### config.mk
export PLATFORM = sky130hd
export DESIGN_NAME = median3_moving_average_filter
export DESIGN_NICKNAME = d
export VERILOG_FILES = /design/src/sv/m3ma_pkg.sv /design/src/sv/m3ma_ram.sv /design/src/sv/m3ma_core.sv /design/src/sv/m3ma_mean.sv /design/src/sv/median3_moving_average_filter.sv
export VERILOG_INCLUDE_DIRS = /design/src /design/src/sv
export SDC_FILE = /design/constraint.sdc
export NUM_CORES = 1
export LEC_CHECK = 0
export BUFFER_PORTS_ARGS = -buffer_cell sky130_fd_sc_hd__buf_2
export CAP_MARGIN = 20
export CELL_PAD_IN_SITES_DETAIL_PLACEMENT = 1
export CELL_PAD_IN_SITES_GLOBAL_PLACEMENT = 1
export CORE_MARGIN = 1
export CORE_UTILIZATION = 55
export DETAILED_ROUTE_END_ITERATION = 8
export PLACE_DENSITY_LB_ADDON = 0.15
export SYNTH_ARGS = -nofsm -noshare
export SYNTH_HDL_FRONTEND = slang
export SYNTH_HIERARCHICAL = 1
export SYNTH_SLANG_ARGS = --single-unit
### constraint.sdc
create_clock -name clk -period 15 [get_ports clk]
set_input_delay 0.75 -clock clk [delete_from_list [all_inputs] [get_ports clk]]
set_output_delay 0.75 -clock clk [all_outputs]
set_load 0.05 [all_outputs]
### src/sv/assert_macros.svh
// ---------------------------------------------------------------------------
// assert_macros.svh
// Assertion shorthands shared by the blocks that check themselves.
// ---------------------------------------------------------------------------
`ifndef ASSERT_MACROS_SVH
`define ASSERT_MACROS_SVH

// same-cycle implication, off during reset
`define ASSERT_SAME(label, clk, rst, ante, cons) \
  label: assert property (@(posedge clk) disable iff (rst) (ante) |-> (cons)) \
    else $error("assertion failed: same-cycle check");

// next-cycle implication, off during reset
`define ASSERT_NEXT(label, clk, rst, ante, cons) \
  label: assert property (@(posedge clk) disable iff (rst) (ante) |=> (cons)) \
    else $error("assertion failed: next-cycle check");

`endif

### src/sv/m3ma_pkg.sv
// ---------------------------------------------------------------------------
// m3ma_pkg
// Shared types for the median-of-three moving-average filter.
// ---------------------------------------------------------------------------
`default_nettype none

package m3ma_pkg;

  // position within a group of three samples
  typedef enum logic [1:0] {
    GRP_NONE = 2'd0,
    GRP_ONE  = 2'd1,
    GRP_TWO  = 2'd2
  } grp_t;

  // status of the filter core, seen by the mean stage and the top level
  typedef struct packed {
    logic primed;  // ring has been filled once
    logic busy;    // input register holds a word
    logic pend;    // running sum holds a mean waiting for the output stage
  } m3ma_ctl_t;

endpackage

`default_nettype wire

### src/sv/m3ma_ram.sv
// ---------------------------------------------------------------------------
// m3ma_ram
// Generic single-write, single-read RAM with registered read data.
// ---------------------------------------------------------------------------
`default_nettype none

module m3ma_ram #(
  parameter int WIDTH = 12,
  parameter int DEPTH = 8
) (
  input  wire logic                     clk,
  input  wire logic                     we,
  input  wire logic [$clog2(DEPTH)-1:0] waddr,
  input  wire logic [WIDTH-1:0]         wdata,
  input  wire logic [$clog2(DEPTH)-1:0] raddr,
  output logic      [WIDTH-1:0]         rdata
);

  logic [WIDTH-1:0] mem [DEPTH];

  // write port
  always_ff @(posedge clk) begin
    if (we) begin
      mem[waddr] <= wdata;
    end
  end

  // registered read port
  always_ff @(posedge clk) begin
    rdata <= mem[raddr];
  end

endmodule

`default_nettype wire

### src/sv/m3ma_core.sv
// ---------------------------------------------------------------------------
// m3ma_core
// Input register, group-of-three median, ring of medians and running sum.
// ---------------------------------------------------------------------------
`default_nettype none

module m3ma_core import m3ma_pkg::*; #(
  parameter int RING_DEPTH  = 8,
  parameter int SAMPLE_BITS = 12,
  parameter int SUM_W       = SAMPLE_BITS + $clog2(RING_DEPTH)
) (
  input  wire logic                   clk,
  input  wire logic                   rst,
  input  wire logic [SAMPLE_BITS-1:0] sample,
  input  wire logic                   sample_valid,
  output logic                        sample_stall,
  input  wire logic                   pend_move,
  output logic      [SUM_W-1:0]       sum,
  output m3ma_ctl_t                   ctl
);

  localparam int IDX_W = $clog2(RING_DEPTH);
  localparam int MED_W = SAMPLE_BITS + 2;
  localparam logic [IDX_W-1:0] LAST_IDX = IDX_W'(RING_DEPTH - 1);

  // input register
  logic                   a_valid;
  logic [SAMPLE_BITS-1:0] a_sample;

  // filter state
  logic [IDX_W-1:0]       widx;
  logic [IDX_W-1:0]       widx_next;
  logic                   primed;
  grp_t                   gcount;
  logic [SAMPLE_BITS-1:0] g0;
  logic [SAMPLE_BITS-1:0] g1;
  logic                   pend;

  logic                   a_move;
  logic                   proc;
  logic                   is_median;
  logic                   ring_we;
  logic [SAMPLE_BITS-1:0] ring_wdata;
  logic [SAMPLE_BITS-1:0] ring_old;
  logic [SAMPLE_BITS-1:0] hi;
  logic [SAMPLE_BITS-1:0] lo;
  logic [MED_W-1:0]       med_wide;
  logic [SAMPLE_BITS-1:0] med;

  // handshake: the input word moves on unless a mean is stuck in the sum
  assign a_move       = !pend || pend_move;
  assign sample_stall = a_valid && !a_move;
  assign proc         = a_valid && a_move;
  assign is_median    = primed && (gcount == GRP_TWO);

  // median of three as sum minus maximum minus minimum
  always_comb begin
    hi = g0;
    lo = g0;
    if (g1 > hi) hi = g1;
    if (a_sample > hi) hi = a_sample;
    if (g1 < lo) lo = g1;
    if (a_sample < lo) lo = a_sample;
    med_wide = MED_W'(g0) + MED_W'(g1) + MED_W'(a_sample) - MED_W'(hi) - MED_W'(lo);
    med      = med_wide[SAMPLE_BITS-1:0];
  end

  // ring write: raw samples while priming, medians afterwards
  assign ring_we    = proc && (!primed || is_median);
  assign ring_wdata = primed ? med : a_sample;
  assign widx_next  = (widx == LAST_IDX) ? '0 : widx + IDX_W'(1);

  // ring of medians; the entry about to be replaced is prefetched at widx
  m3ma_ram #(
    .WIDTH (SAMPLE_BITS),
    .DEPTH (RING_DEPTH)
  ) u_ring (
    .clk   (clk),
    .we    (ring_we),
    .waddr (widx),
    .wdata (ring_wdata),
    .raddr (widx),
    .rdata (ring_old)
  );

  // input register
  always_ff @(posedge clk) begin
    if (rst) begin
      a_valid <= 1'b0;
    end else if (sample_valid && !sample_stall) begin
      a_valid <= 1'b1;
    end else if (a_move) begin
      a_valid <= 1'b0;
    end
  end

  always_ff @(posedge clk) begin
    if (sample_valid && !sample_stall) begin
      a_sample <= sample;
    end
  end

  // control state: fill pointer, prime flag, group position, pending mean, running sum
  always_ff @(posedge clk) begin
    if (rst) begin
      widx   <= '0;
      primed <= 1'b0;
      gcount <= GRP_NONE;
      pend   <= 1'b0;
      sum    <= '0;
    end else begin
      if (proc && is_median) begin
        pend <= 1'b1;
      end else if (pend_move) begin
        pend <= 1'b0;
      end
      if (proc) begin
        if (!primed) begin
          widx <= widx_next;
          sum  <= sum + SUM_W'(a_sample);
          if (widx == LAST_IDX) begin
            primed <= 1'b1;
          end
        end else begin
          case (gcount)
            GRP_NONE: gcount <= GRP_ONE;
            GRP_ONE:  gcount <= GRP_TWO;
            GRP_TWO: begin
              gcount <= GRP_NONE;
              widx   <= widx_next;
              sum    <= sum - SUM_W'(ring_old) + SUM_W'(med);
            end
            default:  gcount <= GRP_NONE;
          endcase
        end
      end
    end
  end

  // group sample holding registers
  always_ff @(posedge clk) begin
    if (proc && primed && (gcount == GRP_NONE)) begin
      g0 <= a_sample;
    end
    if (proc && primed && (gcount == GRP_ONE)) begin
      g1 <= a_sample;
    end
  end

  assign ctl.primed = primed;
  assign ctl.busy   = a_valid;
  assign ctl.pend   = pend;

endmodule

`default_nettype wire

### src/sv/m3ma_mean.sv
// ---------------------------------------------------------------------------
// m3ma_mean
// Output stage: divides the ring sum by the ring depth and holds the result.
// ---------------------------------------------------------------------------
`default_nettype none

module m3ma_mean import m3ma_pkg::*; #(
  parameter int RING_DEPTH  = 8,
  parameter int SAMPLE_BITS = 12,
  parameter int SUM_W       = SAMPLE_BITS + $clog2(RING_DEPTH)
) (
  input  wire logic                   clk,
  input  wire logic                   rst,
  input  wire logic [SUM_W-1:0]       sum,
  input  wire m3ma_ctl_t              ctl,
  output logic                        pend_move,
  output logic      [SAMPLE_BITS-1:0] filtered,
  output logic                        filtered_valid,
  input  wire logic                   filtered_stall
);

  // floor(x / D) == (x * ceil(2^S / D)) >> S for all x below 2^SUM_W,
  // with S = SUM_W + ceil(log2 D)
  localparam int SHIFT   = SUM_W + $clog2(RING_DEPTH);
  localparam int RECIP_W = SUM_W + 1;
  localparam int PROD_W  = SUM_W + RECIP_W;
  localparam longint unsigned RECIP_FULL =
    ((64'd1 << SHIFT) + 64'(RING_DEPTH) - 64'd1) / 64'(RING_DEPTH);
  localparam logic [RECIP_W-1:0] RECIP = RECIP_W'(RECIP_FULL);

  logic [PROD_W-1:0] prod;

  // reciprocal multiply straight from the sum register
  assign prod      = PROD_W'(sum) * PROD_W'(RECIP);
  assign pend_move = !filtered_valid || !filtered_stall;

  // output register
  always_ff @(posedge clk) begin
    if (rst) begin
      filtered_valid <= 1'b0;
    end else if (pend_move) begin
      filtered_valid <= ctl.pend;
    end
  end

  always_ff @(posedge clk) begin
    if (pend_move && ctl.pend) begin
      filtered <= prod[SHIFT +: SAMPLE_BITS];
    end
  end

endmodule

`default_nettype wire

### src/sv/median3_moving_average_filter.sv
// ---------------------------------------------------------------------------
// median3_moving_average_filter
// Median-of-three prefilter feeding a moving average over a ring of medians.
// ---------------------------------------------------------------------------
// Usage:
//   sample channel (sample, sample_valid, sample_stall) takes one raw ADC
//   word per accepted cycle; filtered channel (filtered, filtered_valid,
//   filtered_stall) gives the truncated mean of the ring of medians.
//   After reset the first RING_DEPTH words fill the ring and give nothing.
//   From then on every third word closes a group; its median replaces the
//   oldest ring entry and one mean word is produced.
//   Throughput: one word per unstalled cycle, one result per three words.
//   Path: after the third word of a group is accepted, its mean passes
//   through the input register, the running-sum update and the reciprocal
//   multiply into the output register, where it appears on filtered.
//   The running sum is kept in a register and the replaced ring entry is
//   read ahead from the ring RAM, so each word is one add/subtract.
//   Reset (rst, synchronous) clears the pipeline, the fill pointer and the
//   group position; the ring contents need no clearing.
//   While filtered_stall holds a result, up to four more words are taken
//   (the three of the next group plus one in the input register) before
//   sample_stall rises.
// ---------------------------------------------------------------------------
`default_nettype none

`include "assert_macros.svh"

module median3_moving_average_filter import m3ma_pkg::*; #(
  parameter int RING_DEPTH  = 8,
  parameter int SAMPLE_BITS = 12
) (
  input  wire logic                   clk,
  input  wire logic                   rst,
  input  wire logic [SAMPLE_BITS-1:0] sample,
  input  wire logic                   sample_valid,
  output logic                        sample_stall,
  output logic      [SAMPLE_BITS-1:0] filtered,
  output logic                        filtered_valid,
  input  wire logic                   filtered_stall
);

  localparam int SUM_W = SAMPLE_BITS + $clog2(RING_DEPTH);

  logic [SUM_W-1:0] sum;
  logic             pend_move;
  m3ma_ctl_t        ctl;

  // median filter, ring and running sum
  m3ma_core #(
    .RING_DEPTH  (RING_DEPTH),
    .SAMPLE_BITS (SAMPLE_BITS),
    .SUM_W       (SUM_W)
  ) u_core (
    .clk          (clk),
    .rst          (rst),
    .sample       (sample),
    .sample_valid (sample_valid),
    .sample_stall (sample_stall),
    .pend_move    (pend_move),
    .sum          (sum),
    .ctl          (ctl)
  );

  // divide by depth and output register
  m3ma_mean #(
    .RING_DEPTH  (RING_DEPTH),
    .SAMPLE_BITS (SAMPLE_BITS),
    .SUM_W       (SUM_W)
  ) u_mean (
    .clk            (clk),
    .rst            (rst),
    .sum            (sum),
    .ctl            (ctl),
    .pend_move      (pend_move),
    .filtered       (filtered),
    .filtered_valid (filtered_valid),
    .filtered_stall (filtered_stall)
  );

  // a mean is only formed once the ring is full
  `ASSERT_SAME(a_pend_primed, clk, rst, ctl.pend, ctl.primed)
  // input backs up only when every stage behind it is full and blocked
  `ASSERT_SAME(a_stall_full, clk, rst, sample_stall,
               ctl.busy && ctl.pend && filtered_valid && filtered_stall)
  // a pending mean that can move shows up on the output next cycle
  `ASSERT_NEXT(a_pend_out, clk, rst, ctl.pend && pend_move, filtered_valid)
  // nothing leaves the block before priming is done
  `ASSERT_SAME(a_out_primed, clk, rst, filtered_valid, ctl.primed)

endmodule

`default_nettype wire
==> results by stage, run 1 <==
Global routing:
- The total track usage is between 20 and 30%.
- After global routing, the most crowded layer is met2.
- The met2 global-route usage is about half.
- The first global-routing pass estimated 42,100 um of wire.
- The pin count of the biggest net entering global routing is 34.
- Summed over all layers, the global routing overflow is 0.
- The via count of the first global-routing pass is around 7,600.
- In the global route stage, met3 resource usage came out at 4.25%.
- The number of antenna violations at the first check in global routing is 0.
- In the global route stage, met1 resource usage came out at a little over a third.

Clocking:
- Once the clock tree was built, the setup fixing pass inserted 0 buffers.
- The number of clock buffers inserted by TritonCTS is 17.
- TritonCTS built the clock tree.
- The number of sinks on the clock net is 180.
- The post-CTS clock slew at the launch and capture registers of the worst setup and hold paths is 0.08 ns.
- The clock reaches the later pin of the worst-skew pair after 0.44 ns.
- The longest clock path from root to sink contains 2 buffers.
- The clock root buffer is sky130_fd_sc_hd__clkbuf_16.
- The hold buffer count at CTS is 0.
- The post-CTS resize count is 0.
- In this run the number of H-tree levels came out at 4.

Yosys:
- The number of synthesis warnings is 6.
- Synthesis produced between 800 and 900 cells.
- The synthesized area divided by synthesized cell count is around 12 um^2.
- The mapped netlist covers roughly 11,000 um^2.
- The number of nets in the synthesized netlist is between 1,000 and 1,500.

Route:
- The via density per instance is just under 6.
- The first-pass iteration count of the detailed router is 5.
- The total DRC errors in the routed layout is 0.
- Summing over every cut layer, the via total after detailed routing is 6,989.
- The first routing iteration left 303 violations.
- In the final routed layout, each cell accounts on average for 22.4 um.
- The total detailed-routing wirelength is 26,800 um.
- The number of nets still failing antenna checks after routing is 0.

Power:
- In this run the power density over the cells is approximately 180 nW/um^2.
- For this design the static power due to leakage is between 4 and 5 nW.
- Total power for the finished layout comes to about 2.1 mW.
- Across the VDD grid, the largest voltage drop is approximately 120 uV.

Timing:
- The max-slew violation total from the final report came to 0.
- The routed design could run at a clock period as short as between 10 and 15 ns.
- The final setup skew is about 0.015 ns.
- After routing, the total negative slack on setup checks comes to 0 ns.
- Final hold analysis gives a worst-case slack of 0.483 ns.
- Measured against its own limit, the worst slew margin works out to approximately a quarter.
- At the pin with the least slew margin, the transition time is ~1.1 ns.
- Setup repair after global routing left no endpoint under its margin.
- The final worst-path setup slack is about 4.6 ns.
- Based on the critical path, the design can be clocked at up to around 96 MHz.
- The number of failing hold endpoints at the final stage was 0.
- The final count of negative-setup-slack endpoints is 0.
- The final clock period utilization by the worst path is a little over two thirds.

Worst setup path:
- The required time reported for the critical path endpoint is between 15 and 20 ns.
- Data on the critical path arrives at its endpoint at 10.75 ns.
- The kind of launch point of the worst setup path is a flop.
- In this design, the stage delay of the slowest critical-path cell is between 0.6 and 0.7 ns.
- The peak fanout along the critical path is 24.
- The first element of the critical path is u_core/g0[5]$_DFFE_PP_.
- For flop-to-flop paths, the worst setup slack is between 4 and 5 ns.
- The critical path endpoint category is a flop.
- The most numerous cell type found on the critical path is sky130_fd_sc_hd__a21oi_1.
- On the critical path, the stage with the largest delay is an instance of sky130_fd_sc_hd__nand3_1.
- The type of the worst setup path is flop to flop.
- The reg-to-reg startpoint is u_core/g0[5]$_DFFE_PP_.

Min path:
- The worst hold path begins at u_core/sum[8]$_SDFFE_PP0P_.
- The path class of the tightest hold or removal check is flop to flop.

Finish:
- The post-layout net count is 1,062.
- 0 antenna diodes ended up in the layout.
- Cells with a size suffix above 1 make up about an eighth of the layout.
- Compared with the post-synthesis result, the final layout area differs by 10.0%.
- The final standard cell count with taps included and fillers excluded is between 1,000 and 1,500.

Placed design:
- Before CTS, the worst setup slack after placement is between 4 and 5 ns.
- The HPWL after detailed placement is roughly 20,000 um.
- The count of input and output buffers is 29.
- The routability-driven placement congestion ratio is 0.907.
- In this run, placement finished with an instance count of 1,165.

Floorplan:
- The die boundary height is roughly 140 um.
- The floorplan die width is about 140 um.
- For this configuration, the core starts out at a cell density of between 50% and 60%.
- The area of the placeable core is between 15,000 and 20,000 um^2.
- The I/O pin count is 30.
- The die covers roughly 20,000 um^2.
- In this run the core area contains 50 standard-cell rows.

Flow run:
- Max-cap violations in this run came to 0.

Outcome:
- The run finished with clean final reports.
[worst paths after layout]
check	to	cells after the start
worst max register to register	u_core/sum[14]$_SDFFE_PP0P_	41
worst max-delay path	u_core/sum[14]$_SDFFE_PP0P_	41
worst min register to register	u_mean/filtered[5]$_DFFE_PP_	0
worst min-delay path	u_mean/filtered[5]$_DFFE_PP_	0
[area by class of cell]
cell class / instances / area, um^2
fillers: 1925 / 7120
multi-input cells: 555 / 5060
flip-flops and latches: 180 / 5040
inverters: 127 / 477
clock buffers: 17 / 425
well taps: 260 / 325
repair buffers: 43 / 250
clock inverters: 15 / 190
[placed cells by master (no fill, tap or decap), types with 4 or more instances in the layout]
cell,n
sky130_fd_sc_hd__clkinv_8,5
sky130_fd_sc_hd__o21ai_0,28
sky130_fd_sc_hd__buf_2,29
sky130_fd_sc_hd__a21oi_1,67
sky130_fd_sc_hd__buf_4,14
sky130_fd_sc_hd__nand2_1,48
sky130_fd_sc_hd__mux4_1,21
sky130_fd_sc_hd__mux2i_1,13
sky130_fd_sc_hd__fa_1,46
sky130_fd_sc_hd__xnor2_1,24
sky130_fd_sc_hd__inv_1,125
sky130_fd_sc_hd__clkbuf_16,17
sky130_fd_sc_hd__dfxtp_1,36
sky130_fd_sc_hd__nand3_1,11
sky130_fd_sc_hd__xor2_1,10
sky130_fd_sc_hd__nor2_1,63
sky130_fd_sc_hd__a21o_1,12
sky130_fd_sc_hd__o211ai_1,4
sky130_fd_sc_hd__o21a_1,4
sky130_fd_sc_hd__nand4_1,6
sky130_fd_sc_hd__nor3_1,16
sky130_fd_sc_hd__a21oi_2,4
sky130_fd_sc_hd__nand2b_1,6
sky130_fd_sc_hd__mux2_2,20
sky130_fd_sc_hd__a211oi_1,14
sky130_fd_sc_hd__ha_1,76
sky130_fd_sc_hd__edfxtp_1,144
sky130_fd_sc_hd__o21bai_1,5
sky130_fd_sc_hd__nor2b_1,8
sky130_fd_sc_hd__inv_8,4
[sequential cells by signal, summed over array words and instances, names as in the netlist]
name / count
u_core/g0: 12
u_core/gcount: 2
u_core/g1: 12
u_core/a_sample: 12
u_core/sum: 15
u_mean/filtered_valid: 1
u_core/pend: 1
u_core/u_ring/mem: 96
u_core/a_valid: 1
u_mean/filtered: 12
u_core/widx: 3
u_core/primed: 1
u_core/u_ring/rdata: 12
[metal layers]
layer	share of wire, %	routed length (um)
met5	0	0
met4	2.8	762
met3	3.3	887
met2	52	13800
met1	42	11400
[worst max-delay path, delay by kind of cell (launching register included)]
family | cells | cell delay [ns]
adders and majority gates | 8 | 3.22
and+or+nand+nor | 7 | 2.09
DFF | 1 | 0.45
xor gates and xnor gates | 2 | 0.43
buffers and inverters | 4 | 0.29
AOI/OAI and AO/OA | 20 | 3.79
[stage by stage]
step	utilization, %	instance area, um^2
after floorplan	-	10700
final	62.3	11800
after CTS	62.3	11800
after global placement	59.1	11200
after global routing	62.3	11800
after detailed placement	59.1	11200
[report_power, final]
| group | switching (mW) | internal (mW) | total (mW) |
|---|---|---|---|
| logic | 0.621 | 0.458 | 1.08 |
| registers | 0.0161 | 0.555 | 0.572 |
| clock network | 0.224 | 0.229 | 0.453 |
(Power assumes the default switching activity.)
==> run 2: changes to the inputs <==
ABC_AREA = 1   (was not set)
CORE_UTILIZATION = 44   (was 55)
clock period = 9.55 ns   (was 15 ns; I/O delays follow)
==> run 2 against run 1 <==
  * Critical path type unchanged
  * Combinational power rose by 50%
  * Worst setup slack lost 3.9 ns
  * Non-clock buffer count decreased by 3
  * Clock power grew 57%
  * Highest routed layer unchanged
  * Synthesized cell count increased by 48%
==> results by stage, run 2 <==
Timing:
- The upper clock frequency limit was 113 MHz (was 95.8 MHz).
- The final worst-path setup slack is 0.672 ns (was 4.56 ns).
- The max-slew violation total from the final report is 0 (unchanged).
- The setup total negative slack is 0 ns (unchanged).
- Setup repair after global routing missed its margin: no (unchanged).
- The final clock period utilization by the worst path is 93.0% (was 69.6%).
- The transition time at the pin with the least slew margin is 1.13 ns (was 1.14 ns).
- The post-layout minimum cycle time was 8.88 ns (was 10.44 ns).
- The final setup skew was 0.0160 ns (was 0.0145 ns).
- The worst slew slack as a fraction of its limit is 24.1% (was 23.4%).
- The final count of negative-setup-slack endpoints is 0 (unchanged).
- The number of failing hold endpoints at the final stage is 0 (unchanged).

Power:
- The net switching power figure was 1.43 mW (was 0.862 mW).
- The power density relative to cell area is 258 nW/um^2 (was 179 nW/um^2).
- The portion of total power attributed to sequential cells was 28.1% (was 27.2%).
- The maximum vdd drop is 151 uV (was 122 uV).
- The static power due to leakage is 5.88 nW (was 4.74 nW).
- The proportion of power drawn by combinational gates was 49.9% (was 51.3%).
- The switching share of power was 44.2% (was 41.0%).
- The cell-internal power is 1.81 mW (was 1.24 mW).
- The clock share of power came to 21.9% (was 21.5%).

Route:
- The number of nets still failing antenna checks after routing is 0 (unchanged).
- The uppermost metal layer occupied by signal nets is met4 (unchanged).
- The total DRC errors in the routed layout is 0 (unchanged).
- The total detailed-routing wirelength is 31,000 um (was 26,800 um).
- The overall via count from detail_route is 8,780 (was 6,989).
- The routed length on met1 is 14,800 um (was 11,400 um).
- The violation count after the first detailed-routing iteration is 418 (was 303).
- The met2 layer wire length in the routed design is 14,800 um (was 13,800 um).
- The via density per instance is 5.22 (was 5.84).
- The routed length per instance is 18.4 um (was 22.4 um).
- The amount of wire on met3 after detailed routing was 857 um (was 887 um).
- The first-pass iteration count of the detailed router is 4 (was 5).

Clocking:
- The clock latency reported for the late side of the worst-skew pair is 0.44 ns (about the same).
- The total number of H-tree levels is 4 (unchanged).
- The clock root buffer is sky130_fd_sc_hd__clkbuf_16 (unchanged).
- The count of buffers added by post-CTS timing repair for setup is 0 (unchanged).
- The hold buffer count at CTS was 0 (unchanged).
- The clock tree from TritonCTS is done (unchanged).
- The maximum root-to-sink buffer count is 2 (unchanged).
- The post-CTS clock slew at the launch and capture registers of the worst setup and hold paths came to 0.08 ns (about the same).
- The number of sinks on the clock net is 180 (unchanged).
- The number of clock buffers inserted by TritonCTS came to 17 (unchanged).

Floorplan:
- The die boundary height was 164 um (was 142 um).
- The floorplan die width is 164 um (was 142 um).
- The I/O pin count is 30 (unchanged).
- The initial core utilization is 45.2% (was 56.7%).
- The area of the die came to 26,700 um^2 (was 20,000 um^2).
- The area of the placeable core came to 25,400 um^2 (was 18,900 um^2).
- The floorplan row count is 58 (was 50).

Finish:
- The area added between synthesis and finish was 9.55% (was 10.0%).
- The flip-flop count of the largest register, all copies and words added is 96 (unchanged).
- The post-layout net count is 1,476 (was 1,062).
- The share of layout cells above drive strength 1 is 10.7% (was 13.1%).
- The most flop-heavy register is u_core/u_ring/mem (unchanged).
- The most common cell after layout, fill and taps aside is sky130_fd_sc_hd__nand2_1 (was sky130_fd_sc_hd__edfxtp_1).
- The count of inserted antenna diode cells came to 0 (unchanged).
- Commonest cells after routing, fill and taps aside: 323 x sky130_fd_sc_hd__nand2_1, 242 x sky130_fd_sc_hd__inv_1, 144 x sky130_fd_sc_hd__edfxtp_1 (was 144 x sky130_fd_sc_hd__edfxtp_1, 125 x sky130_fd_sc_hd__inv_1, 76 x sky130_fd_sc_hd__ha_1).
- Top Registers: u_core/u_ring/mem x96, u_core/sum x15 (unchanged).

Worst setup path:
- The first element of the critical path is u_core/g0[9]$_DFFE_PP_ (was u_core/g0[5]$_DFFE_PP_).
- The peak fanout along the critical path is 23 (was 24).
- The largest stage delay on the critical path was 0.52 ns (was 0.66 ns).
- The number of buffers and inverters on the critical path was 7 (was 4).
- The critical path endpoint category is a flop (unchanged).
- The required time reported for the critical path endpoint is 9.88 ns (was 15.31 ns).
- The reg-to-reg startpoint is u_core/g0[9]$_DFFE_PP_ (was u_core/g0[5]$_DFFE_PP_).
- The data arrival time of the worst path is 9.21 ns (was 10.75 ns).
- The setup slack of the most critical reg-to-reg path is 0.67 ns (was 4.56 ns).
- The kind of launch point of the worst setup path is a flop (unchanged).
- The type of the worst setup path is flop to flop (unchanged).
- The master of the slowest instance on the critical path is sky130_fd_sc_hd__fa_1 (was sky130_fd_sc_hd__nand3_1).
- The family with the most delay on the worst path was adder cells (was compound AO/OA/AOI/OAI gates).
- The dominant cell type by count on the critical path is sky130_fd_sc_hd__nand2_1 (was sky130_fd_sc_hd__a21oi_1).

Yosys:
- The summed instance area of the synthesized netlist is 11,500 um^2 (was 10,700 um^2).
- The number of synthesis warnings is 6 (unchanged).
- The instance count of the mapped netlist is 1,313 (was 888).
- The number of nets in the synthesized netlist is 1,451 (was 1,026).
- The synthesized area divided by synthesized cell count came to 8.74 um^2 (was 12.1 um^2).

Global routing:
- The total track usage came to 24.3% (was 28.6%).
- The pin count of the biggest net entering global routing is 55 (was 34).
- The via count of the first global-routing pass came to 8,942 (was 7,645).
- The number of antenna violations at the first check in global routing is 0 (unchanged).
- The first-pass GRT wire length is 48,800 um (was 42,100 um).
- The aggregate global routing overflow is 0 (unchanged).

Min path:
- The source of the worst hold timing path is sample[8] (was u_core/sum[8]$_SDFFE_PP0P_).
- The worst min-delay path category is primary input to flop (was flop to flop).

Placed design:
- The worst setup slack after placement is 0.538 ns (was 4.76 ns).
- The routability-driven placement congestion ratio is 0.832 (was 0.907).
- The HPWL after detailed placement is 22,100 um (was 19,900 um).
- The count of input and output buffers came to 29 (unchanged).

Flow run:
- The count of max-cap constraint violations is 0 (unchanged).

Outcome:
- Run status: finished, final reports clean (unchanged).
run 2: path summary, 6_finish.rpt:
| path | to | cells past startpoint |
|---|---|---|
| worst max-delay path | u_core/sum[13]$_SDFFE_PP0P_ | 46 |
| worst min-delay path | u_core/a_sample[8]$_DFFE_PP_ | 1 |
| worst max register to register | u_core/sum[13]$_SDFFE_PP0P_ | 46 |
| worst min register to register | u_core/primed$_SDFFE_PP0P_ | 2 |
run 2: worst register-to-register path: cells and delay by family, from the launching register on:
kind	cells	cell delay, ns
buffers and inverters	7	0.52
XOR/XNOR	1	0.36
AND/OR/NAND/NOR	18	2.06
adder cells (fa/ha/maj)	8	3.05
AO/OA/AOI/OAI	12	2.33
flip-flops	1	0.42
run 2: through the flow:
stage               power [mW]  hold slack (ns)  util, %  area (um^2)  cells
global placement          2.50            0.473     47.1        12000   1647
CTS                       3.27            0.192     49.4        12600   1680
detailed placement        2.53            0.473     47.1        12000   1648
global route              3.50            0.194     49.5        12600   1681
floorplan                 2.11            0.437        -        11500   1313
finish                    3.24            0.213     49.5        12600   1681
run 2: power by group through the flow:
stage               combinational (mW)  sequential (mW)  clock (mW)
global route                      1.83            0.917       0.752
global placement                  1.57            0.931           0
floorplan                         1.20            0.911           0
finish                            1.62            0.913       0.712
detailed placement                1.60            0.931           0
CTS                               1.63            0.913       0.728
run 2: cell type report:
type,instances,area (um^2)
multi-input combinational,817,5240
inverter,282,1060
sequential,180,5050
tap,330,413
fill,3027,12800
clock inverter,14,160
clock buffer,18,429
timing repair buffer,40,228
run 2: routing by layer:
layer,up-vias,global-route usage (%)
li1,4272,-
met1,4355,33.4
met2,129,40.8
met3,24,2.49
met4,0,6.36
met5,-,0
run 2: what timing repair did:
item                       in CTS  in global routing
hold endpoints to repair        0                  0
resized for setup               0                  8
setup endpoints to repair       0                  2
==> run 3: changes to the inputs <==
GPL_TIMING_DRIVEN = 0   (was not set)
SKIP_LAST_GASP = 1   (was not set)
==> run 3 against run 2 <==
  * Via count grew 1.8%
  * Core utilization is 1.2 points higher
  * Non-clock buffer count up 39
  * Routed wire length rose by 4.8%
  * Clock power rose by 7.6%
  * Combinational power is 4% higher
  * Register-to-register slack lost 0.05 ns
  * Final cell count increased by 2.3%
  * First-iteration DRC count up 2.6%
  * Worst setup slack got worse by 0.054 ns
  * Sequential share of layout area decreased by 0.95 points
  * Count of clock-buffer cells in the layout shrank 1
==> results by stage, run 3 (synthesis gave the netlist of run 2 again) <==
Outcome:
- Run status: finished, final reports clean (unchanged).

Clocking:
- The clock root buffer is sky130_fd_sc_hd__clkbuf_16 (unchanged).
- The post-CTS clock slew at the launch and capture registers of the worst setup and hold paths was 0.08 ns (about the same).
- The hold buffer count at CTS is 0 (unchanged).
- The number of sinks on the clock net came to 180 (unchanged).
- The count of buffers added by post-CTS timing repair for setup was 0 (unchanged).
- The maximum root-to-sink buffer count is 2 (unchanged).
- The post-CTS resize count came to 0 (unchanged).
- The total number of H-tree levels is 4 (unchanged).
- The clock latency reported for the late side of the worst-skew pair is 0.46 ns (was 0.44 ns).
- The number of clock buffers inserted by TritonCTS was 17 (unchanged).
- The clock tree from TritonCTS is done (unchanged).

Timing:
- The final setup skew is 0.0140 ns (was 0.0160 ns).
- The worst hold margin is 0.192 ns (was 0.213 ns).
- Setup repair after global routing missed its margin: no (unchanged).
- The worst slew slack as a fraction of its limit is 26.1% (was 24.1%).
- The final clock period utilization by the worst path was 93.5% (was 93.0%).
- The final count of negative-setup-slack endpoints is 0 (unchanged).
- The post-layout minimum cycle time is 8.93 ns (was 8.88 ns).
- The setup total negative slack is 0 ns (unchanged).
- The number of failing hold endpoints at the final stage was 0 (unchanged).
- The upper clock frequency limit was 112 MHz (was 113 MHz).
- The max-slew violation total from the final report is 0 (unchanged).
- The transition time at the pin with the least slew margin was 1.10 ns (was 1.13 ns).

Route:
- The total detailed-routing wirelength is 32,400 um (was 31,000 um).
- The overall via count from detail_route is 8,940 (was 8,780).
- The routed length per instance is 18.9 um (was 18.4 um).
- The violation count after the first detailed-routing iteration came to 429 (was 418).
- The number of nets still failing antenna checks after routing is 0 (unchanged).
- The total DRC errors in the routed layout is 0 (unchanged).
- The via density per instance came to 5.20 (was 5.22).
- The first-pass iteration count of the detailed router is 5 (was 4).

Placed design:
- The area after detailed placement is 12,200 um^2 (was 12,000 um^2).
- The routability-driven placement congestion ratio is 0.860 (was 0.832).
- The HPWL after detailed placement is 24,300 um (was 22,100 um).
- The count of input and output buffers is 29 (unchanged).

Floorplan:
- The die boundary height was 164 um (unchanged).
- The area of the placeable core came to 25,400 um^2 (unchanged).
- The floorplan die width was 164 um (unchanged).
- The I/O pin count came to 30 (unchanged).
- The area of the die is 26,700 um^2 (unchanged).
- The initial core utilization is 45.2% (unchanged).
- The floorplan row count is 58 (unchanged).

Power:
- The sum of internal, switching and leakage power is 3.37 mW (was 3.24 mW).
- The power density relative to cell area is 261 nW/um^2 (was 258 nW/um^2).
- The maximum vdd drop is 173 uV (was 151 uV).
- The static power due to leakage came to 6.04 nW (was 5.88 nW).

Finish:
- The most flop-heavy register is u_core/u_ring/mem (unchanged).
- The share of layout cells above drive strength 1 was 12.0% (was 10.7%).
- The final cell area excluding filler cells is 12,900 um^2 (was 12,600 um^2).
- The most common cell after layout, fill and taps aside is sky130_fd_sc_hd__nand2_1 (unchanged).
- Top Registers: u_core/u_ring/mem x96, u_core/sum x15 (unchanged).
- The post-layout net count was 1,514 (was 1,476).
- The flip-flop count of the largest register, all copies and words added is 96 (unchanged).
- The area added between synthesis and finish was 12.2% (was 9.55%).
- The count of inserted antenna diode cells came to 0 (unchanged).
- Commonest cells after routing, fill and taps aside: 323 x sky130_fd_sc_hd__nand2_1, 242 x sky130_fd_sc_hd__inv_1, 144 x sky130_fd_sc_hd__edfxtp_1 (unchanged).

Global routing:
- The via count of the first global-routing pass came to 9,262 (was 8,942).
- The number of antenna violations at the first check in global routing is 0 (unchanged).
- The first-pass GRT wire length is 50,600 um (was 48,800 um).
- The aggregate global routing overflow is 0 (unchanged).
- The total track usage is 25.5% (was 24.3%).
- The pin count of the biggest net entering global routing came to 22 (was 55).

Worst setup path:
- The master of the slowest instance on the critical path was sky130_fd_sc_hd__fa_1 (unchanged).
- The dominant cell type by count on the critical path is sky130_fd_sc_hd__nand2_1 (unchanged).
- The critical path endpoint category is a flop (unchanged).
- The kind of launch point of the worst setup path is a flop (unchanged).
- The largest stage delay on the critical path is 0.52 ns (about the same).
- The peak fanout along the critical path is 10 (was 23).
- The required time reported for the critical path endpoint is 9.90 ns (was 9.88 ns).
- The data arrival time of the worst path is 9.28 ns (was 9.21 ns).
- The type of the worst setup path is flop to flop (unchanged).

Flow run:
- The count of max-cap constraint violations is 0 (unchanged).

Min path:
- The worst min-delay path category was primary input to flop (unchanged).
## run 3: changes by cell type in the layout (fill, tap and decap cells not counted), moves of 2 or more
cell | previous run | this run
sky130_fd_sc_hd__nor2_2 | 6 | 1
sky130_fd_sc_hd__inv_6 | 3 | 1
sky130_fd_sc_hd__nor2_1 | 28 | 33
sky130_fd_sc_hd__buf_1 | 0 | 2
sky130_fd_sc_hd__clkbuf_1 | 1 | 9
sky130_fd_sc_hd__o21ai_2 | 14 | 12
sky130_fd_sc_hd__clkbuf_4 | 0 | 5
sky130_fd_sc_hd__buf_2 | 29 | 44
sky130_fd_sc_hd__buf_4 | 11 | 6
sky130_fd_sc_hd__o21ai_0 | 56 | 59
sky130_fd_sc_hd__clkinv_8 | 3 | 6
sky130_fd_sc_hd__buf_6 | 0 | 11
## run 3: per-stage QoR
stage / setup WS (ns) / instances / util (%)
floorplan: 1.85 / 1313 / -
global placement: 0.608 / 1672 / 47.4
detailed placement: 0.436 / 1682 / 47.9
CTS: 0.356 / 1714 / 50.4
global route: 0.00199 / 1719 / 50.7
finish: 0.618 / 1719 / 50.7
## run 3: path summary, 6_finish.rpt
kind              slack, ns                                  to                        start  depth (start not counted)
setup / recovery       0.62         u_core/sum[13]$_SDFFE_PP0P_      u_core/g0[11]$_DFFE_PP_                         50
hold / removal         0.19  u_mean/filtered_valid$_SDFFE_PP0P_                          rst                          2
setup reg to reg       0.62         u_core/sum[13]$_SDFFE_PP0P_      u_core/g0[11]$_DFFE_PP_                         50
hold reg to reg        0.48        u_mean/filtered[8]$_DFFE_PP_  u_core/sum[11]$_SDFFE_PP0P_                          0
## run 3: critical path: cells and delay by family (launching register included)
kind	cells	cell delay (ns)
AND/OR/NAND/NOR	19	1.85
adder cells (fa/ha/maj)	8	3.26
XOR/XNOR	1	0.15
flip-flops	1	0.47
buffers and inverters	10	1.03
AO/OA/AOI/OAI	12	2.05
## run 3: cell type report
type	count	area [um^2]
Multi-Input combinational cell	816	5230
Timing Repair Buffer	44	295
Clock inverter	15	223
Clock buffer	17	425
Sequential cell	180	5040
Buffer	35	193
Fill cell	3035	12500
Inverter	282	1060
Tap cell	330	413
## run 3: report_power, final
group          total [mW]  leakage (nW)  internal [mW]  switching [mW]
Sequential          0.910          1.61          0.876          0.0342
Clock               0.766         0.312          0.388           0.379
Combinational        1.69          4.12          0.593            1.10
## run 3: routing by layer
metal | vias to the layer above | routed length (um) | GRT usage (%)
met4 | 0 | 678 | 8.21
met5 | - | 0 | 0
met3 | 47 | 1140 | 3.12
met2 | 166 | 15700 | 42.9
met1 | 4389 | 14900 | 33.9
li1 | 4338 | - | -
